$ cat config.mk
export PLATFORM = sky130hd
export DESIGN_NAME = image_border_address_core
export DESIGN_NICKNAME = d
export VERILOG_FILES = /design/src/hw/rtl/iba_pkg.sv /design/src/hw/rtl/image_border_address_core.sv /design/src/hw/rtl/iba_cell.sv /design/src/hw/rtl/iba_axis_map.sv
export SDC_FILE = /design/constraint.sdc
export NUM_CORES = 2
export LEC_CHECK = 0
export BUFFER_PORTS_ARGS = -buffer_cell sky130_fd_sc_hd__buf_2
export CORE_ASPECT_RATIO = 1.75
export CORE_MARGIN = 5
export CORE_UTILIZATION = 35
export DETAILED_ROUTE_END_ITERATION = 8
export HOLD_SLACK_MARGIN = 0.02
export PLACE_DENSITY = 0.56
export SYNTH_ARGS = -nofsm -noshare
export SYNTH_HDL_FRONTEND = slang
export SYNTH_SLANG_ARGS = --single-unit
$ cat constraint.sdc
create_clock -name aclk -period 35 [get_ports aclk]
set_input_delay 3.5 -clock aclk [delete_from_list [all_inputs] [get_ports aclk]]
set_output_delay 3.5 -clock aclk [all_outputs]
set_load 0.03 [all_outputs]
$ cat src/hw/rtl/iba_pkg.sv
`timescale 1ns / 1ps
// ----------------------------------------------------------------------------
// iba_pkg
// Shared types and constants for the image border address core.
// ----------------------------------------------------------------------------
package iba_pkg;

    localparam int IBA_COORD_W        = 16;
    localparam int IBA_INDEX_W        = 24;
    localparam int IBA_SIZE_W         = 13;
    localparam int IBA_CFG_ADDR_W     = 2;
    localparam int IBA_CFG_DATA_W     = 13;
    localparam int IBA_MAX_DIM_DEF    = 4096;
    localparam int IBA_COORD_BITS_DEF = 16;

    localparam logic [IBA_SIZE_W-1:0] IBA_SIZE_RST = 13'd4096;

    localparam logic [IBA_CFG_ADDR_W-1:0] IBA_REG_MODE   = 2'd0;
    localparam logic [IBA_CFG_ADDR_W-1:0] IBA_REG_WIDTH  = 2'd1;
    localparam logic [IBA_CFG_ADDR_W-1:0] IBA_REG_HEIGHT = 2'd2;

    typedef enum logic [1:0] {
        IBA_MODE_ZERO    = 2'd0,
        IBA_MODE_EDGE    = 2'd1,
        IBA_MODE_REPEAT  = 2'd2,
        IBA_MODE_REFLECT = 2'd3
    } iba_mode_t;

    typedef struct packed {
        logic signed [IBA_COORD_W-1:0] col;
        logic signed [IBA_COORD_W-1:0] row;
    } iba_in_t;

    typedef struct packed {
        logic [IBA_INDEX_W-1:0] source_index;
        logic                   is_padding;
    } iba_out_t;

endpackage

$ cat src/hw/rtl/image_border_address_core.sv
`timescale 1ns / 1ps
// ----------------------------------------------------------------------------
// image_border_address_core
// Maps a signed (col, row) pair to a row-major source index under the
// configured border mode, with a flag for zero padding.
// ----------------------------------------------------------------------------
// Throughput: one transfer per cycle while the output is not stalled; the
// floor-mod runs down a chain of COORD_BITS remainder cells, one magnitude
// bit per cell, two axes side by side, between the input and map stages.
// Reset: all valid stages clear at once, border mode goes to clamp to edge and
// width and height to 4096. No clearing pass.
// ----------------------------------------------------------------------------
module image_border_address_core #(
    parameter int MAX_DIM    = iba_pkg::IBA_MAX_DIM_DEF,
    parameter int COORD_BITS = iba_pkg::IBA_COORD_BITS_DEF
) (
    input  logic                                aclk,
    input  logic                                aresetn,
    input  logic                                cfg_wr_en,
    input  logic [iba_pkg::IBA_CFG_ADDR_W-1:0]  cfg_addr,
    input  logic [iba_pkg::IBA_CFG_DATA_W-1:0]  cfg_wr_data,
    input  logic                                s_valid,
    output logic                                s_ready,
    input  iba_pkg::iba_in_t                    s_data,
    output logic                                m_valid,
    input  logic                                m_ready,
    output iba_pkg::iba_out_t                   m_data
);

    localparam int DIM_BITS = $clog2(MAX_DIM + 1);
    localparam int DIV_BITS = DIM_BITS + 1;
    localparam int IN_W     = iba_pkg::IBA_COORD_W;
    localparam int IDX_W    = iba_pkg::IBA_INDEX_W;
    localparam int SIZE_W   = iba_pkg::IBA_SIZE_W;
    localparam int PROD_W   = 2 * DIM_BITS + 1;

    // configuration
    iba_pkg::iba_mode_t  mode_reg;
    logic [SIZE_W-1:0]   width_reg;
    logic [SIZE_W-1:0]   height_reg;

    always_ff @(posedge aclk) begin
        if (!aresetn) begin
            mode_reg   <= iba_pkg::IBA_MODE_EDGE;
            width_reg  <= iba_pkg::IBA_SIZE_RST;
            height_reg <= iba_pkg::IBA_SIZE_RST;
        end else if (cfg_wr_en) begin
            unique case (cfg_addr)
                iba_pkg::IBA_REG_MODE: begin
                    mode_reg <= iba_pkg::iba_mode_t'(cfg_wr_data[1:0]);
                end
                iba_pkg::IBA_REG_WIDTH: begin
                    width_reg <= cfg_wr_data;
                end
                iba_pkg::IBA_REG_HEIGHT: begin
                    height_reg <= cfg_wr_data;
                end
                default: begin
                end
            endcase
        end
    end

    logic [31:0]         width32;
    logic [31:0]         height32;
    logic [31:0]         eff_w32;
    logic [31:0]         eff_h32;
    logic [DIM_BITS-1:0] eff_w;
    logic [DIM_BITS-1:0] eff_h;
    logic [DIV_BITS-1:0] div_w;
    logic [DIV_BITS-1:0] div_h;

    assign width32  = 32'(width_reg);
    assign height32 = 32'(height_reg);

    always_comb begin
        if (width32 == 32'd0) begin
            eff_w32 = 32'd1;
        end else if (width32 > 32'(MAX_DIM)) begin
            eff_w32 = 32'(MAX_DIM);
        end else begin
            eff_w32 = width32;
        end
        if (height32 == 32'd0) begin
            eff_h32 = 32'd1;
        end else if (height32 > 32'(MAX_DIM)) begin
            eff_h32 = 32'(MAX_DIM);
        end else begin
            eff_h32 = height32;
        end
    end

    assign eff_w = eff_w32[DIM_BITS-1:0];
    assign eff_h = eff_h32[DIM_BITS-1:0];
    assign div_w = (mode_reg == iba_pkg::IBA_MODE_REFLECT) ? {eff_w, 1'b0} : {1'b0, eff_w};
    assign div_h = (mode_reg == iba_pkg::IBA_MODE_REFLECT) ? {eff_h, 1'b0} : {1'b0, eff_h};

    // whole chain moves together when the output register is free or draining
    logic adv;
    assign adv     = !m_valid || m_ready;
    assign s_ready = adv;

    // input stage: sign and magnitude per axis
    logic [31:0]           col_raw;
    logic [31:0]           row_raw;
    logic [COORD_BITS-1:0] col_c;
    logic [COORD_BITS-1:0] row_c;
    logic [COORD_BITS-1:0] prep_col_mag_reg;
    logic [COORD_BITS-1:0] prep_row_mag_reg;
    logic                  prep_col_neg_reg;
    logic                  prep_row_neg_reg;

    assign col_raw = {{(32 - IN_W){1'b0}}, s_data.col};
    assign row_raw = {{(32 - IN_W){1'b0}}, s_data.row};
    assign col_c   = col_raw[COORD_BITS-1:0];
    assign row_c   = row_raw[COORD_BITS-1:0];

    always_ff @(posedge aclk) begin
        if (adv) begin
            prep_col_neg_reg <= col_c[COORD_BITS-1];
            prep_row_neg_reg <= row_c[COORD_BITS-1];
            prep_col_mag_reg <= col_c[COORD_BITS-1] ? (~col_c + 1'b1) : col_c;
            prep_row_mag_reg <= row_c[COORD_BITS-1] ? (~row_c + 1'b1) : row_c;
        end
    end

    // valid chain: input stage, cells, map stage
    logic [COORD_BITS+1:0] vld_reg;

    always_ff @(posedge aclk) begin
        if (!aresetn) begin
            vld_reg <= '0;
        end else if (adv) begin
            vld_reg <= {vld_reg[COORD_BITS:0], s_valid};
        end
    end

    // remainder cell chain
    logic [COORD_BITS-1:0] col_mag [0:COORD_BITS];
    logic [COORD_BITS-1:0] row_mag [0:COORD_BITS];
    logic                  col_neg [0:COORD_BITS];
    logic                  row_neg [0:COORD_BITS];
    logic [DIV_BITS-1:0]   col_rem [0:COORD_BITS];
    logic [DIV_BITS-1:0]   row_rem [0:COORD_BITS];

    assign col_mag[0] = prep_col_mag_reg;
    assign row_mag[0] = prep_row_mag_reg;
    assign col_neg[0] = prep_col_neg_reg;
    assign row_neg[0] = prep_row_neg_reg;
    assign col_rem[0] = '0;
    assign row_rem[0] = '0;

    for (genvar k = 0; k < COORD_BITS; k++) begin : g_cell
        iba_cell #(
            .COORD_BITS (COORD_BITS),
            .DIV_BITS   (DIV_BITS),
            .BIT_POS    (COORD_BITS - 1 - k)
        ) u_col_cell (
            .aclk    (aclk),
            .en      (adv),
            .mag_in  (col_mag[k]),
            .neg_in  (col_neg[k]),
            .rem_in  (col_rem[k]),
            .divisor (div_w),
            .mag_out (col_mag[k+1]),
            .neg_out (col_neg[k+1]),
            .rem_out (col_rem[k+1])
        );

        iba_cell #(
            .COORD_BITS (COORD_BITS),
            .DIV_BITS   (DIV_BITS),
            .BIT_POS    (COORD_BITS - 1 - k)
        ) u_row_cell (
            .aclk    (aclk),
            .en      (adv),
            .mag_in  (row_mag[k]),
            .neg_in  (row_neg[k]),
            .rem_in  (row_rem[k]),
            .divisor (div_h),
            .mag_out (row_mag[k+1]),
            .neg_out (row_neg[k+1]),
            .rem_out (row_rem[k+1])
        );
    end

    // border mapping per axis
    logic [DIM_BITS-1:0] col_pos;
    logic [DIM_BITS-1:0] row_pos;
    logic                col_out;
    logic                row_out;

    iba_axis_map #(
        .COORD_BITS (COORD_BITS),
        .DIM_BITS   (DIM_BITS),
        .DIV_BITS   (DIV_BITS)
    ) u_col_map (
        .aclk        (aclk),
        .en          (adv),
        .mode        (mode_reg),
        .size        (eff_w),
        .divisor     (div_w),
        .mag         (col_mag[COORD_BITS]),
        .neg         (col_neg[COORD_BITS]),
        .rem         (col_rem[COORD_BITS]),
        .pos_out     (col_pos),
        .outside_out (col_out)
    );

    iba_axis_map #(
        .COORD_BITS (COORD_BITS),
        .DIM_BITS   (DIM_BITS),
        .DIV_BITS   (DIV_BITS)
    ) u_row_map (
        .aclk        (aclk),
        .en          (adv),
        .mode        (mode_reg),
        .size        (eff_h),
        .divisor     (div_h),
        .mag         (row_mag[COORD_BITS]),
        .neg         (row_neg[COORD_BITS]),
        .rem         (row_rem[COORD_BITS]),
        .pos_out     (row_pos),
        .outside_out (row_out)
    );

    // index and output register
    logic [PROD_W-1:0]   idx_full;
    logic                pad_next;
    iba_pkg::iba_out_t   out_reg;
    iba_pkg::iba_out_t   out_next;
    logic                m_valid_reg;

    assign idx_full = (PROD_W'(row_pos) * PROD_W'(eff_w)) + PROD_W'(col_pos);
    assign pad_next = (mode_reg == iba_pkg::IBA_MODE_ZERO) && (col_out || row_out);

    always_comb begin
        out_next.is_padding   = pad_next;
        out_next.source_index = pad_next ? '0 : IDX_W'(idx_full);
    end

    always_ff @(posedge aclk) begin
        if (!aresetn) begin
            m_valid_reg <= 1'b0;
        end else if (adv) begin
            m_valid_reg <= vld_reg[COORD_BITS+1];
        end
    end

    always_ff @(posedge aclk) begin
        if (adv) begin
            out_reg <= out_next;
        end
    end

    assign m_valid = m_valid_reg;
    assign m_data  = out_reg;

    a_pad_zero_index: assert property (@(posedge aclk) disable iff (!aresetn)
        (m_valid && m_data.is_padding) |-> (m_data.source_index == '0))
        else $error("padding result with nonzero index");

    a_map_to_out: assert property (@(posedge aclk) disable iff (!aresetn)
        (adv && vld_reg[COORD_BITS+1]) |=> m_valid)
        else $error("mapped item lost before output register");

    a_stall_holds_chain: assert property (@(posedge aclk) disable iff (!aresetn)
        !adv |=> $stable(vld_reg))
        else $error("pipeline moved during stall");

    a_no_accept_on_stall: assert property (@(posedge aclk) disable iff (!aresetn)
        (m_valid && !m_ready) |-> !s_ready)
        else $error("input taken while output stalled");

endmodule

$ cat src/hw/rtl/iba_cell.sv
`timescale 1ns / 1ps
// ----------------------------------------------------------------------------
// iba_cell
// One remainder step: shifts in one magnitude bit and subtracts the divisor
// when it fits, then registers the axis data for the next cell.
// ----------------------------------------------------------------------------
module iba_cell #(
    parameter int COORD_BITS = 16,
    parameter int DIV_BITS   = 14,
    parameter int BIT_POS    = 15
) (
    input  logic                  aclk,
    input  logic                  en,
    input  logic [COORD_BITS-1:0] mag_in,
    input  logic                  neg_in,
    input  logic [DIV_BITS-1:0]   rem_in,
    input  logic [DIV_BITS-1:0]   divisor,
    output logic [COORD_BITS-1:0] mag_out,
    output logic                  neg_out,
    output logic [DIV_BITS-1:0]   rem_out
);

    logic [COORD_BITS-1:0] mag_reg;
    logic                  neg_reg;
    logic [DIV_BITS-1:0]   rem_reg;
    logic [DIV_BITS-1:0]   rem_next;
    logic [DIV_BITS:0]     trial;
    logic [DIV_BITS:0]     diff;

    assign trial = {rem_in, mag_in[BIT_POS]};
    assign diff  = trial - {1'b0, divisor};

    always_comb begin
        if (trial >= {1'b0, divisor}) begin
            rem_next = diff[DIV_BITS-1:0];
        end else begin
            rem_next = trial[DIV_BITS-1:0];
        end
    end

    always_ff @(posedge aclk) begin
        if (en) begin
            mag_reg <= mag_in;
            neg_reg <= neg_in;
            rem_reg <= rem_next;
        end
    end

    assign mag_out = mag_reg;
    assign neg_out = neg_reg;
    assign rem_out = rem_reg;

endmodule

$ cat src/hw/rtl/iba_axis_map.sv
`timescale 1ns / 1ps
// ----------------------------------------------------------------------------
// iba_axis_map
// Turns the remainder of one axis, or its clamped coordinate in zero and edge
// modes, into the in-image position and flags a coordinate outside the image.
// ----------------------------------------------------------------------------
module iba_axis_map #(
    parameter int COORD_BITS = 16,
    parameter int DIM_BITS   = 13,
    parameter int DIV_BITS   = 14
) (
    input  logic                  aclk,
    input  logic                  en,
    input  iba_pkg::iba_mode_t    mode,
    input  logic [DIM_BITS-1:0]   size,
    input  logic [DIV_BITS-1:0]   divisor,
    input  logic [COORD_BITS-1:0] mag,
    input  logic                  neg,
    input  logic [DIV_BITS-1:0]   rem,
    output logic [DIM_BITS-1:0]   pos_out,
    output logic                  outside_out
);

    localparam int CMP_W = (COORD_BITS > DIM_BITS) ? COORD_BITS : DIM_BITS;

    logic [DIM_BITS-1:0] pos_reg;
    logic [DIM_BITS-1:0] pos_next;
    logic                outside_reg;
    logic                outside;
    logic [DIM_BITS-1:0] size_m1;
    logic [DIM_BITS-1:0] clamp;
    logic [DIV_BITS-1:0] wrap;
    logic [DIV_BITS-1:0] refl;

    assign outside = neg || (CMP_W'(mag) >= CMP_W'(size));
    assign size_m1 = size - 1'b1;

    always_comb begin
        if (neg) begin
            clamp = '0;
        end else if (outside) begin
            clamp = size_m1;
        end else begin
            clamp = DIM_BITS'(mag);
        end

        if (neg && (rem != '0)) begin
            wrap = divisor - rem;
        end else begin
            wrap = rem;
        end

        if (wrap >= DIV_BITS'(size)) begin
            refl = divisor - 1'b1 - wrap;
        end else begin
            refl = wrap;
        end

        unique case (mode)
            iba_pkg::IBA_MODE_REPEAT: begin
                pos_next = DIM_BITS'(wrap);
            end
            iba_pkg::IBA_MODE_REFLECT: begin
                pos_next = DIM_BITS'(refl);
            end
            iba_pkg::IBA_MODE_ZERO, iba_pkg::IBA_MODE_EDGE: begin
                pos_next = clamp;
            end
            default: begin
                pos_next = clamp;
            end
        endcase
    end

    always_ff @(posedge aclk) begin
        if (en) begin
            pos_reg     <= pos_next;
            outside_reg <= outside;
        end
    end

    assign pos_out     = pos_reg;
    assign outside_out = outside_reg;

endmodule

* Yosys cells after proc, flatten, opt, wreduce, memory -nomap -nowiden *
Index checks and enable logic that the tools add are counted.

operators by class
  add/subtract/negate cells = 43
  multipliers = 1
  divide/modulo/power cells = 0
  $lt $le $gt $ge = 38
  equal/unequal tests = 5
  shift operators = 0
  muxes and demuxes = 50
  bitwise gates (word level) = 2
  reduce and logical (&&, ||, !) cells = 18

operators with widths
  operator                                                                count
  14-bit two-way mux                                                      34
  15-bit by 14-bit >= comparator with 1-bit output                        30
  14-bit subtractor                                                       32
  13-bit two-way mux                                                      10
  13-bit one-hot mux with 3 select lines                                  2
  32-bit zero test                                                        2
  13-bit by 1-bit subtractor with 13-bit output (second input constant)   4
  16-bit by 1-bit adder with 16-bit output (second input constant)        2
  16-bit by 13-bit >= comparator with 1-bit output                        2
  16-bit inverter                                                         2
  15-bit two-way mux                                                      2
  1-bit by 14-bit >= comparator with 1-bit output                         2
  14-bit by 13-bit >= comparator with 1-bit output                        2
  14-bit nonzero test                                                     2
  1-bit by 14-bit subtractor with 14-bit output                           2
  13-bit > comparator (second input constant)                             2
  13-bit subtractor                                                       2
  24-bit by 13-bit adder with 24-bit output                               1
  13-bit by 13-bit multiplier with 24-bit output                          1
  2-bit equality test (second input constant)                             3
  2-bit AND reduction                                                     3
  2-bit by 1-bit equality test with 1-bit output (second input constant)  2
  2-bit zero test                                                         2
  1-bit logical OR                                                        4
  other kinds (4)                                                         7

storage, ports and cells
  flip-flop bits (word level) = 1126
  latch bits = 0
  RAM bits = 0
  bits in read-only memories = 0
  bits of input ports = 52
  output and inout bits = 27
  logic and storage cells = 272
  memories kept = 0

* Depth between registers and ports, before layout *
  depth after elaboration = 9
  gate-level depth with buffers = 27
  mapped depth without buffers = 26

* Hierarchy *
A second synthesis with hierarchy kept.

second synthesis, totals
  cell total of the unflattened synthesis = 6851
  area total of the unflattened synthesis = 78984.5 um2

by module, submodules not included
  module                                 instances  cells an instance  area each (um2)  sequential area each (um2)
  iba_cell at g_cell[0].u_col_cell ...   18         155                1956.9           930.9
  iba_cell at g_cell[11].u_row_cell ...  14         150                1906.8           930.9
  image_border_address_core              1          1135               10654.0          2712.6
  iba_axis_map                           2          413                3205.6           420.4

* Worst setup path after synthesis *
Ideal clock, no wire load.

  path kind = input to output
  start point = input m_ready
  end point = output s_ready
  arrival time = 33072 ps
  data required time = 31500 ps
  setup slack = -1572 ps
  stages = 3
  path buffers = 1
  path through = nor2b_1 > clkinv_1 > clkbuf_1

on the way
  longest elaborated chain between the ends = 1

ends and longest elaborated chain
  item                RTL line                          text
  start: declaration  image_border_address_core.sv:26   input logic m_ready,
  1-bit logical OR    image_border_address_core.sv:100  assign adv = !m_valid || m_ready;
  end: declaration    image_border_address_core.sv:23   output logic s_ready,

No other way between the ends.

* Worst setup path in the final report *
Same ends and word-level chain as after synthesis.

==> run metrics <==
synthesized area per cell 11.5 um^2; start point of the critical path m_ready; Max-slew headroom 0.214; power share of the combinational group 0.448; Tcrit/Tclk final 0.229; syn nets 6905; Synth Cell Area 0.0697 mm^2; layout cells sized above 1 0.110; reg2reg end m_data[23]$_SDFFCE_PP0P_; post-synthesis register bit count 1126; WP data required 31.50 ns; # hold bufs at CTS 0; post-CTS setup repair buffer count 0; crit-path most repeated cell buf_2; CP Cell Sequence buf_2, nor2b_1, buf_4, inv_8, buf_2; I/O pin count 79; GRT Total Usage 0.160; grt peak-use layer met2; Worst R2R Setup Slack 27.61 ns; Synthesis Warnings 0; Area Overhead vs Synth 10.7%; Netlist cell types 86; clock group share of total power 0.201; Resized Gates After CTS 0; die area 0.208 mm^2; Clock Path Buffers 3; worst min path class flop to flop; Crit. End Element output port; most frequent cells in the layout edfxtp_1, ha_1, nand2_1; die extent in y 600 um; PwrDens 80.6 mW/mm^2; min-delay src g_cell[8].u_col_cell.mag_out[8]$_DFFE_PP_; Clk pin slew, worst setup/hold paths 0.06 ns; Residual DRC 0; VDD IR max 0.0518 mV; Post-synth EDFFs 1079; first-pass GRT wire length 265 mm; hold slack 0.381 ns; Net Sw Frac 0.363; FMAX 125 MHz; CP max stage delay 0.33 ns; FFs w/ async S/R, synth 0; port bufs 78; reg2reg start width_reg[9]$_SDFFE_PN0P_; drt total wl 172 mm; drt pass-1 iters 7; Most used DFF post-synth edfxtp_1; total number of vias 46800; HPWL Detailed 125 mm; Critical path buffers and inverters 4; met2 Usage GRT 0.315; Mapped Cells 6081; CTS Buf Count 112; total grt overflow 0; power share of the sequential group 0.351; actual slew at the worst max-slew pin 1.17 ns; htree depth 3; number of global-route vias before repair 48400; delay-heaviest family, CP buffers and inverters; R2R depth 27; clock tree from TritonCTS built; Final min period 8.01 ns; routed len/inst 19.3 um; CP Launch Type input pin; P_int 3.96 mW; crit path kind input pin to output port; worst-skew pair later-pin latency 0.75 ns; row cnt 216; met3 usage 0.0197; final setup vio count 0; clk_skew 0.0766 ns; worst hold path depth 0; NetSw 2.26 mW; Antenna Nets Post-Route 0; CP max-delay cell buf_2; RePlAce Congestion 0.904; CTS root buf clkbuf_16; CTS Sinks 1126; worst-path fanout max 33; Max Cap Viol 0; final net count 7016; static leakage 30.8 nW; routed vias/inst 5.25; sequential share of the synthesized area 0.478; Slew Viols, Final 0; TNS Setup 0 ns; Initial Util 0.352; Core Region 0.198 mm^2; initial detailed-routing violation count 2355; Hold Path Sink g_cell[9].u_col_cell.mag_out[8]$_DFFE_PP_; chip width 347 um; M1 GR Usage 0.164; worst path arrival time 4.51 ns; unrepaired setup endpoints after global routing no; pin count of the biggest net entering global routing 170; status complete, no violations; number of antenna violations at the first check in global routing 1; commonest non-fill, non-tap cell in the layout edfxtp_1; Final Hold Violating Endpoints 0
==> cells by family (layout without fill, tap and decap cells) <==
family,after synthesis,after routing,synth area share
flops,1126,1126,0.478
simple gates,1671,1671,0.118
xor+xnor,359,359,0.0451
other cells,0,1,0
compound gates,1236,1236,0.117
buf+inv,586,796,0.0322
fa+ha+maj,772,772,0.156
mux,331,331,0.0531
==> synthesized netlist by cell type (all sizes together) (119+ instances only) <==
library cell  count  area share
and2            119       0.011
a21oi           348       0.025
o21ai           253       0.018
fa              163       0.047
a21o            131       0.014
inv             430       0.023
nand2           501       0.027
nor2            355       0.019
nor3            138       0.010
mux2            281       0.046
edfxtp         1079        0.46
clkbuf          121      0.0065
ha              609        0.11
xnor2           258       0.032
==> worst max-delay path by stage <==
stage	endpoint	slack, ns	depth (start not counted)
2_1_floorplan	s_ready	14.16	3
3_3_place_gp	s_ready	26.97	5
3_5_place_dp	s_ready	26.96	5
4_1_cts	s_ready	26.96	5
5_1_grt	s_ready	26.94	5
6_report	s_ready	26.99	5
==> power groups by stage <==
stage	sequential (mW)	combinational, mW	clock [mW]
CTS	2.19	2.79	1.30
global placement	2.21	2.72	0
global route	2.22	3.09	1.35
floorplan	2.12	2.19	0
finish	2.18	2.78	1.25
detailed placement	2.21	2.77	0
==> layout make-up <==
class,instances,area [um^2]
diodes,1,2.50
clock buffers,121,2840
clock inverters,92,980
fillers,18900,121000
inverters,431,1630
multi-input cells,4369,34100
flip-flops and latches,1126,33300
well taps,2616,3270
repair buffers,152,971
==> metal layers <==
layer	routed length, um	vias up
li1	-	22600
met1	63600	22900
met2	93200	830
met3	5180	409
met4	9460	0
met5	0	-
==> stage by stage <==
step | cells | area [um^2] | worst slack [ns] | total power, mW | util
after floorplan | 6081 | 69700 | 14.16 | 4.30 | -
after global placement | 8694 | 73300 | 26.97 | 4.92 | 0.370
after detailed placement | 8694 | 73300 | 26.96 | 4.98 | 0.370
after CTS | 8907 | 77200 | 26.96 | 6.28 | 0.390
after global routing | 8908 | 77200 | 26.94 | 6.66 | 0.390
final | 8908 | 77200 | 26.99 | 6.22 | 0.390
Note: power is estimated with default switching activity, not from simulation.
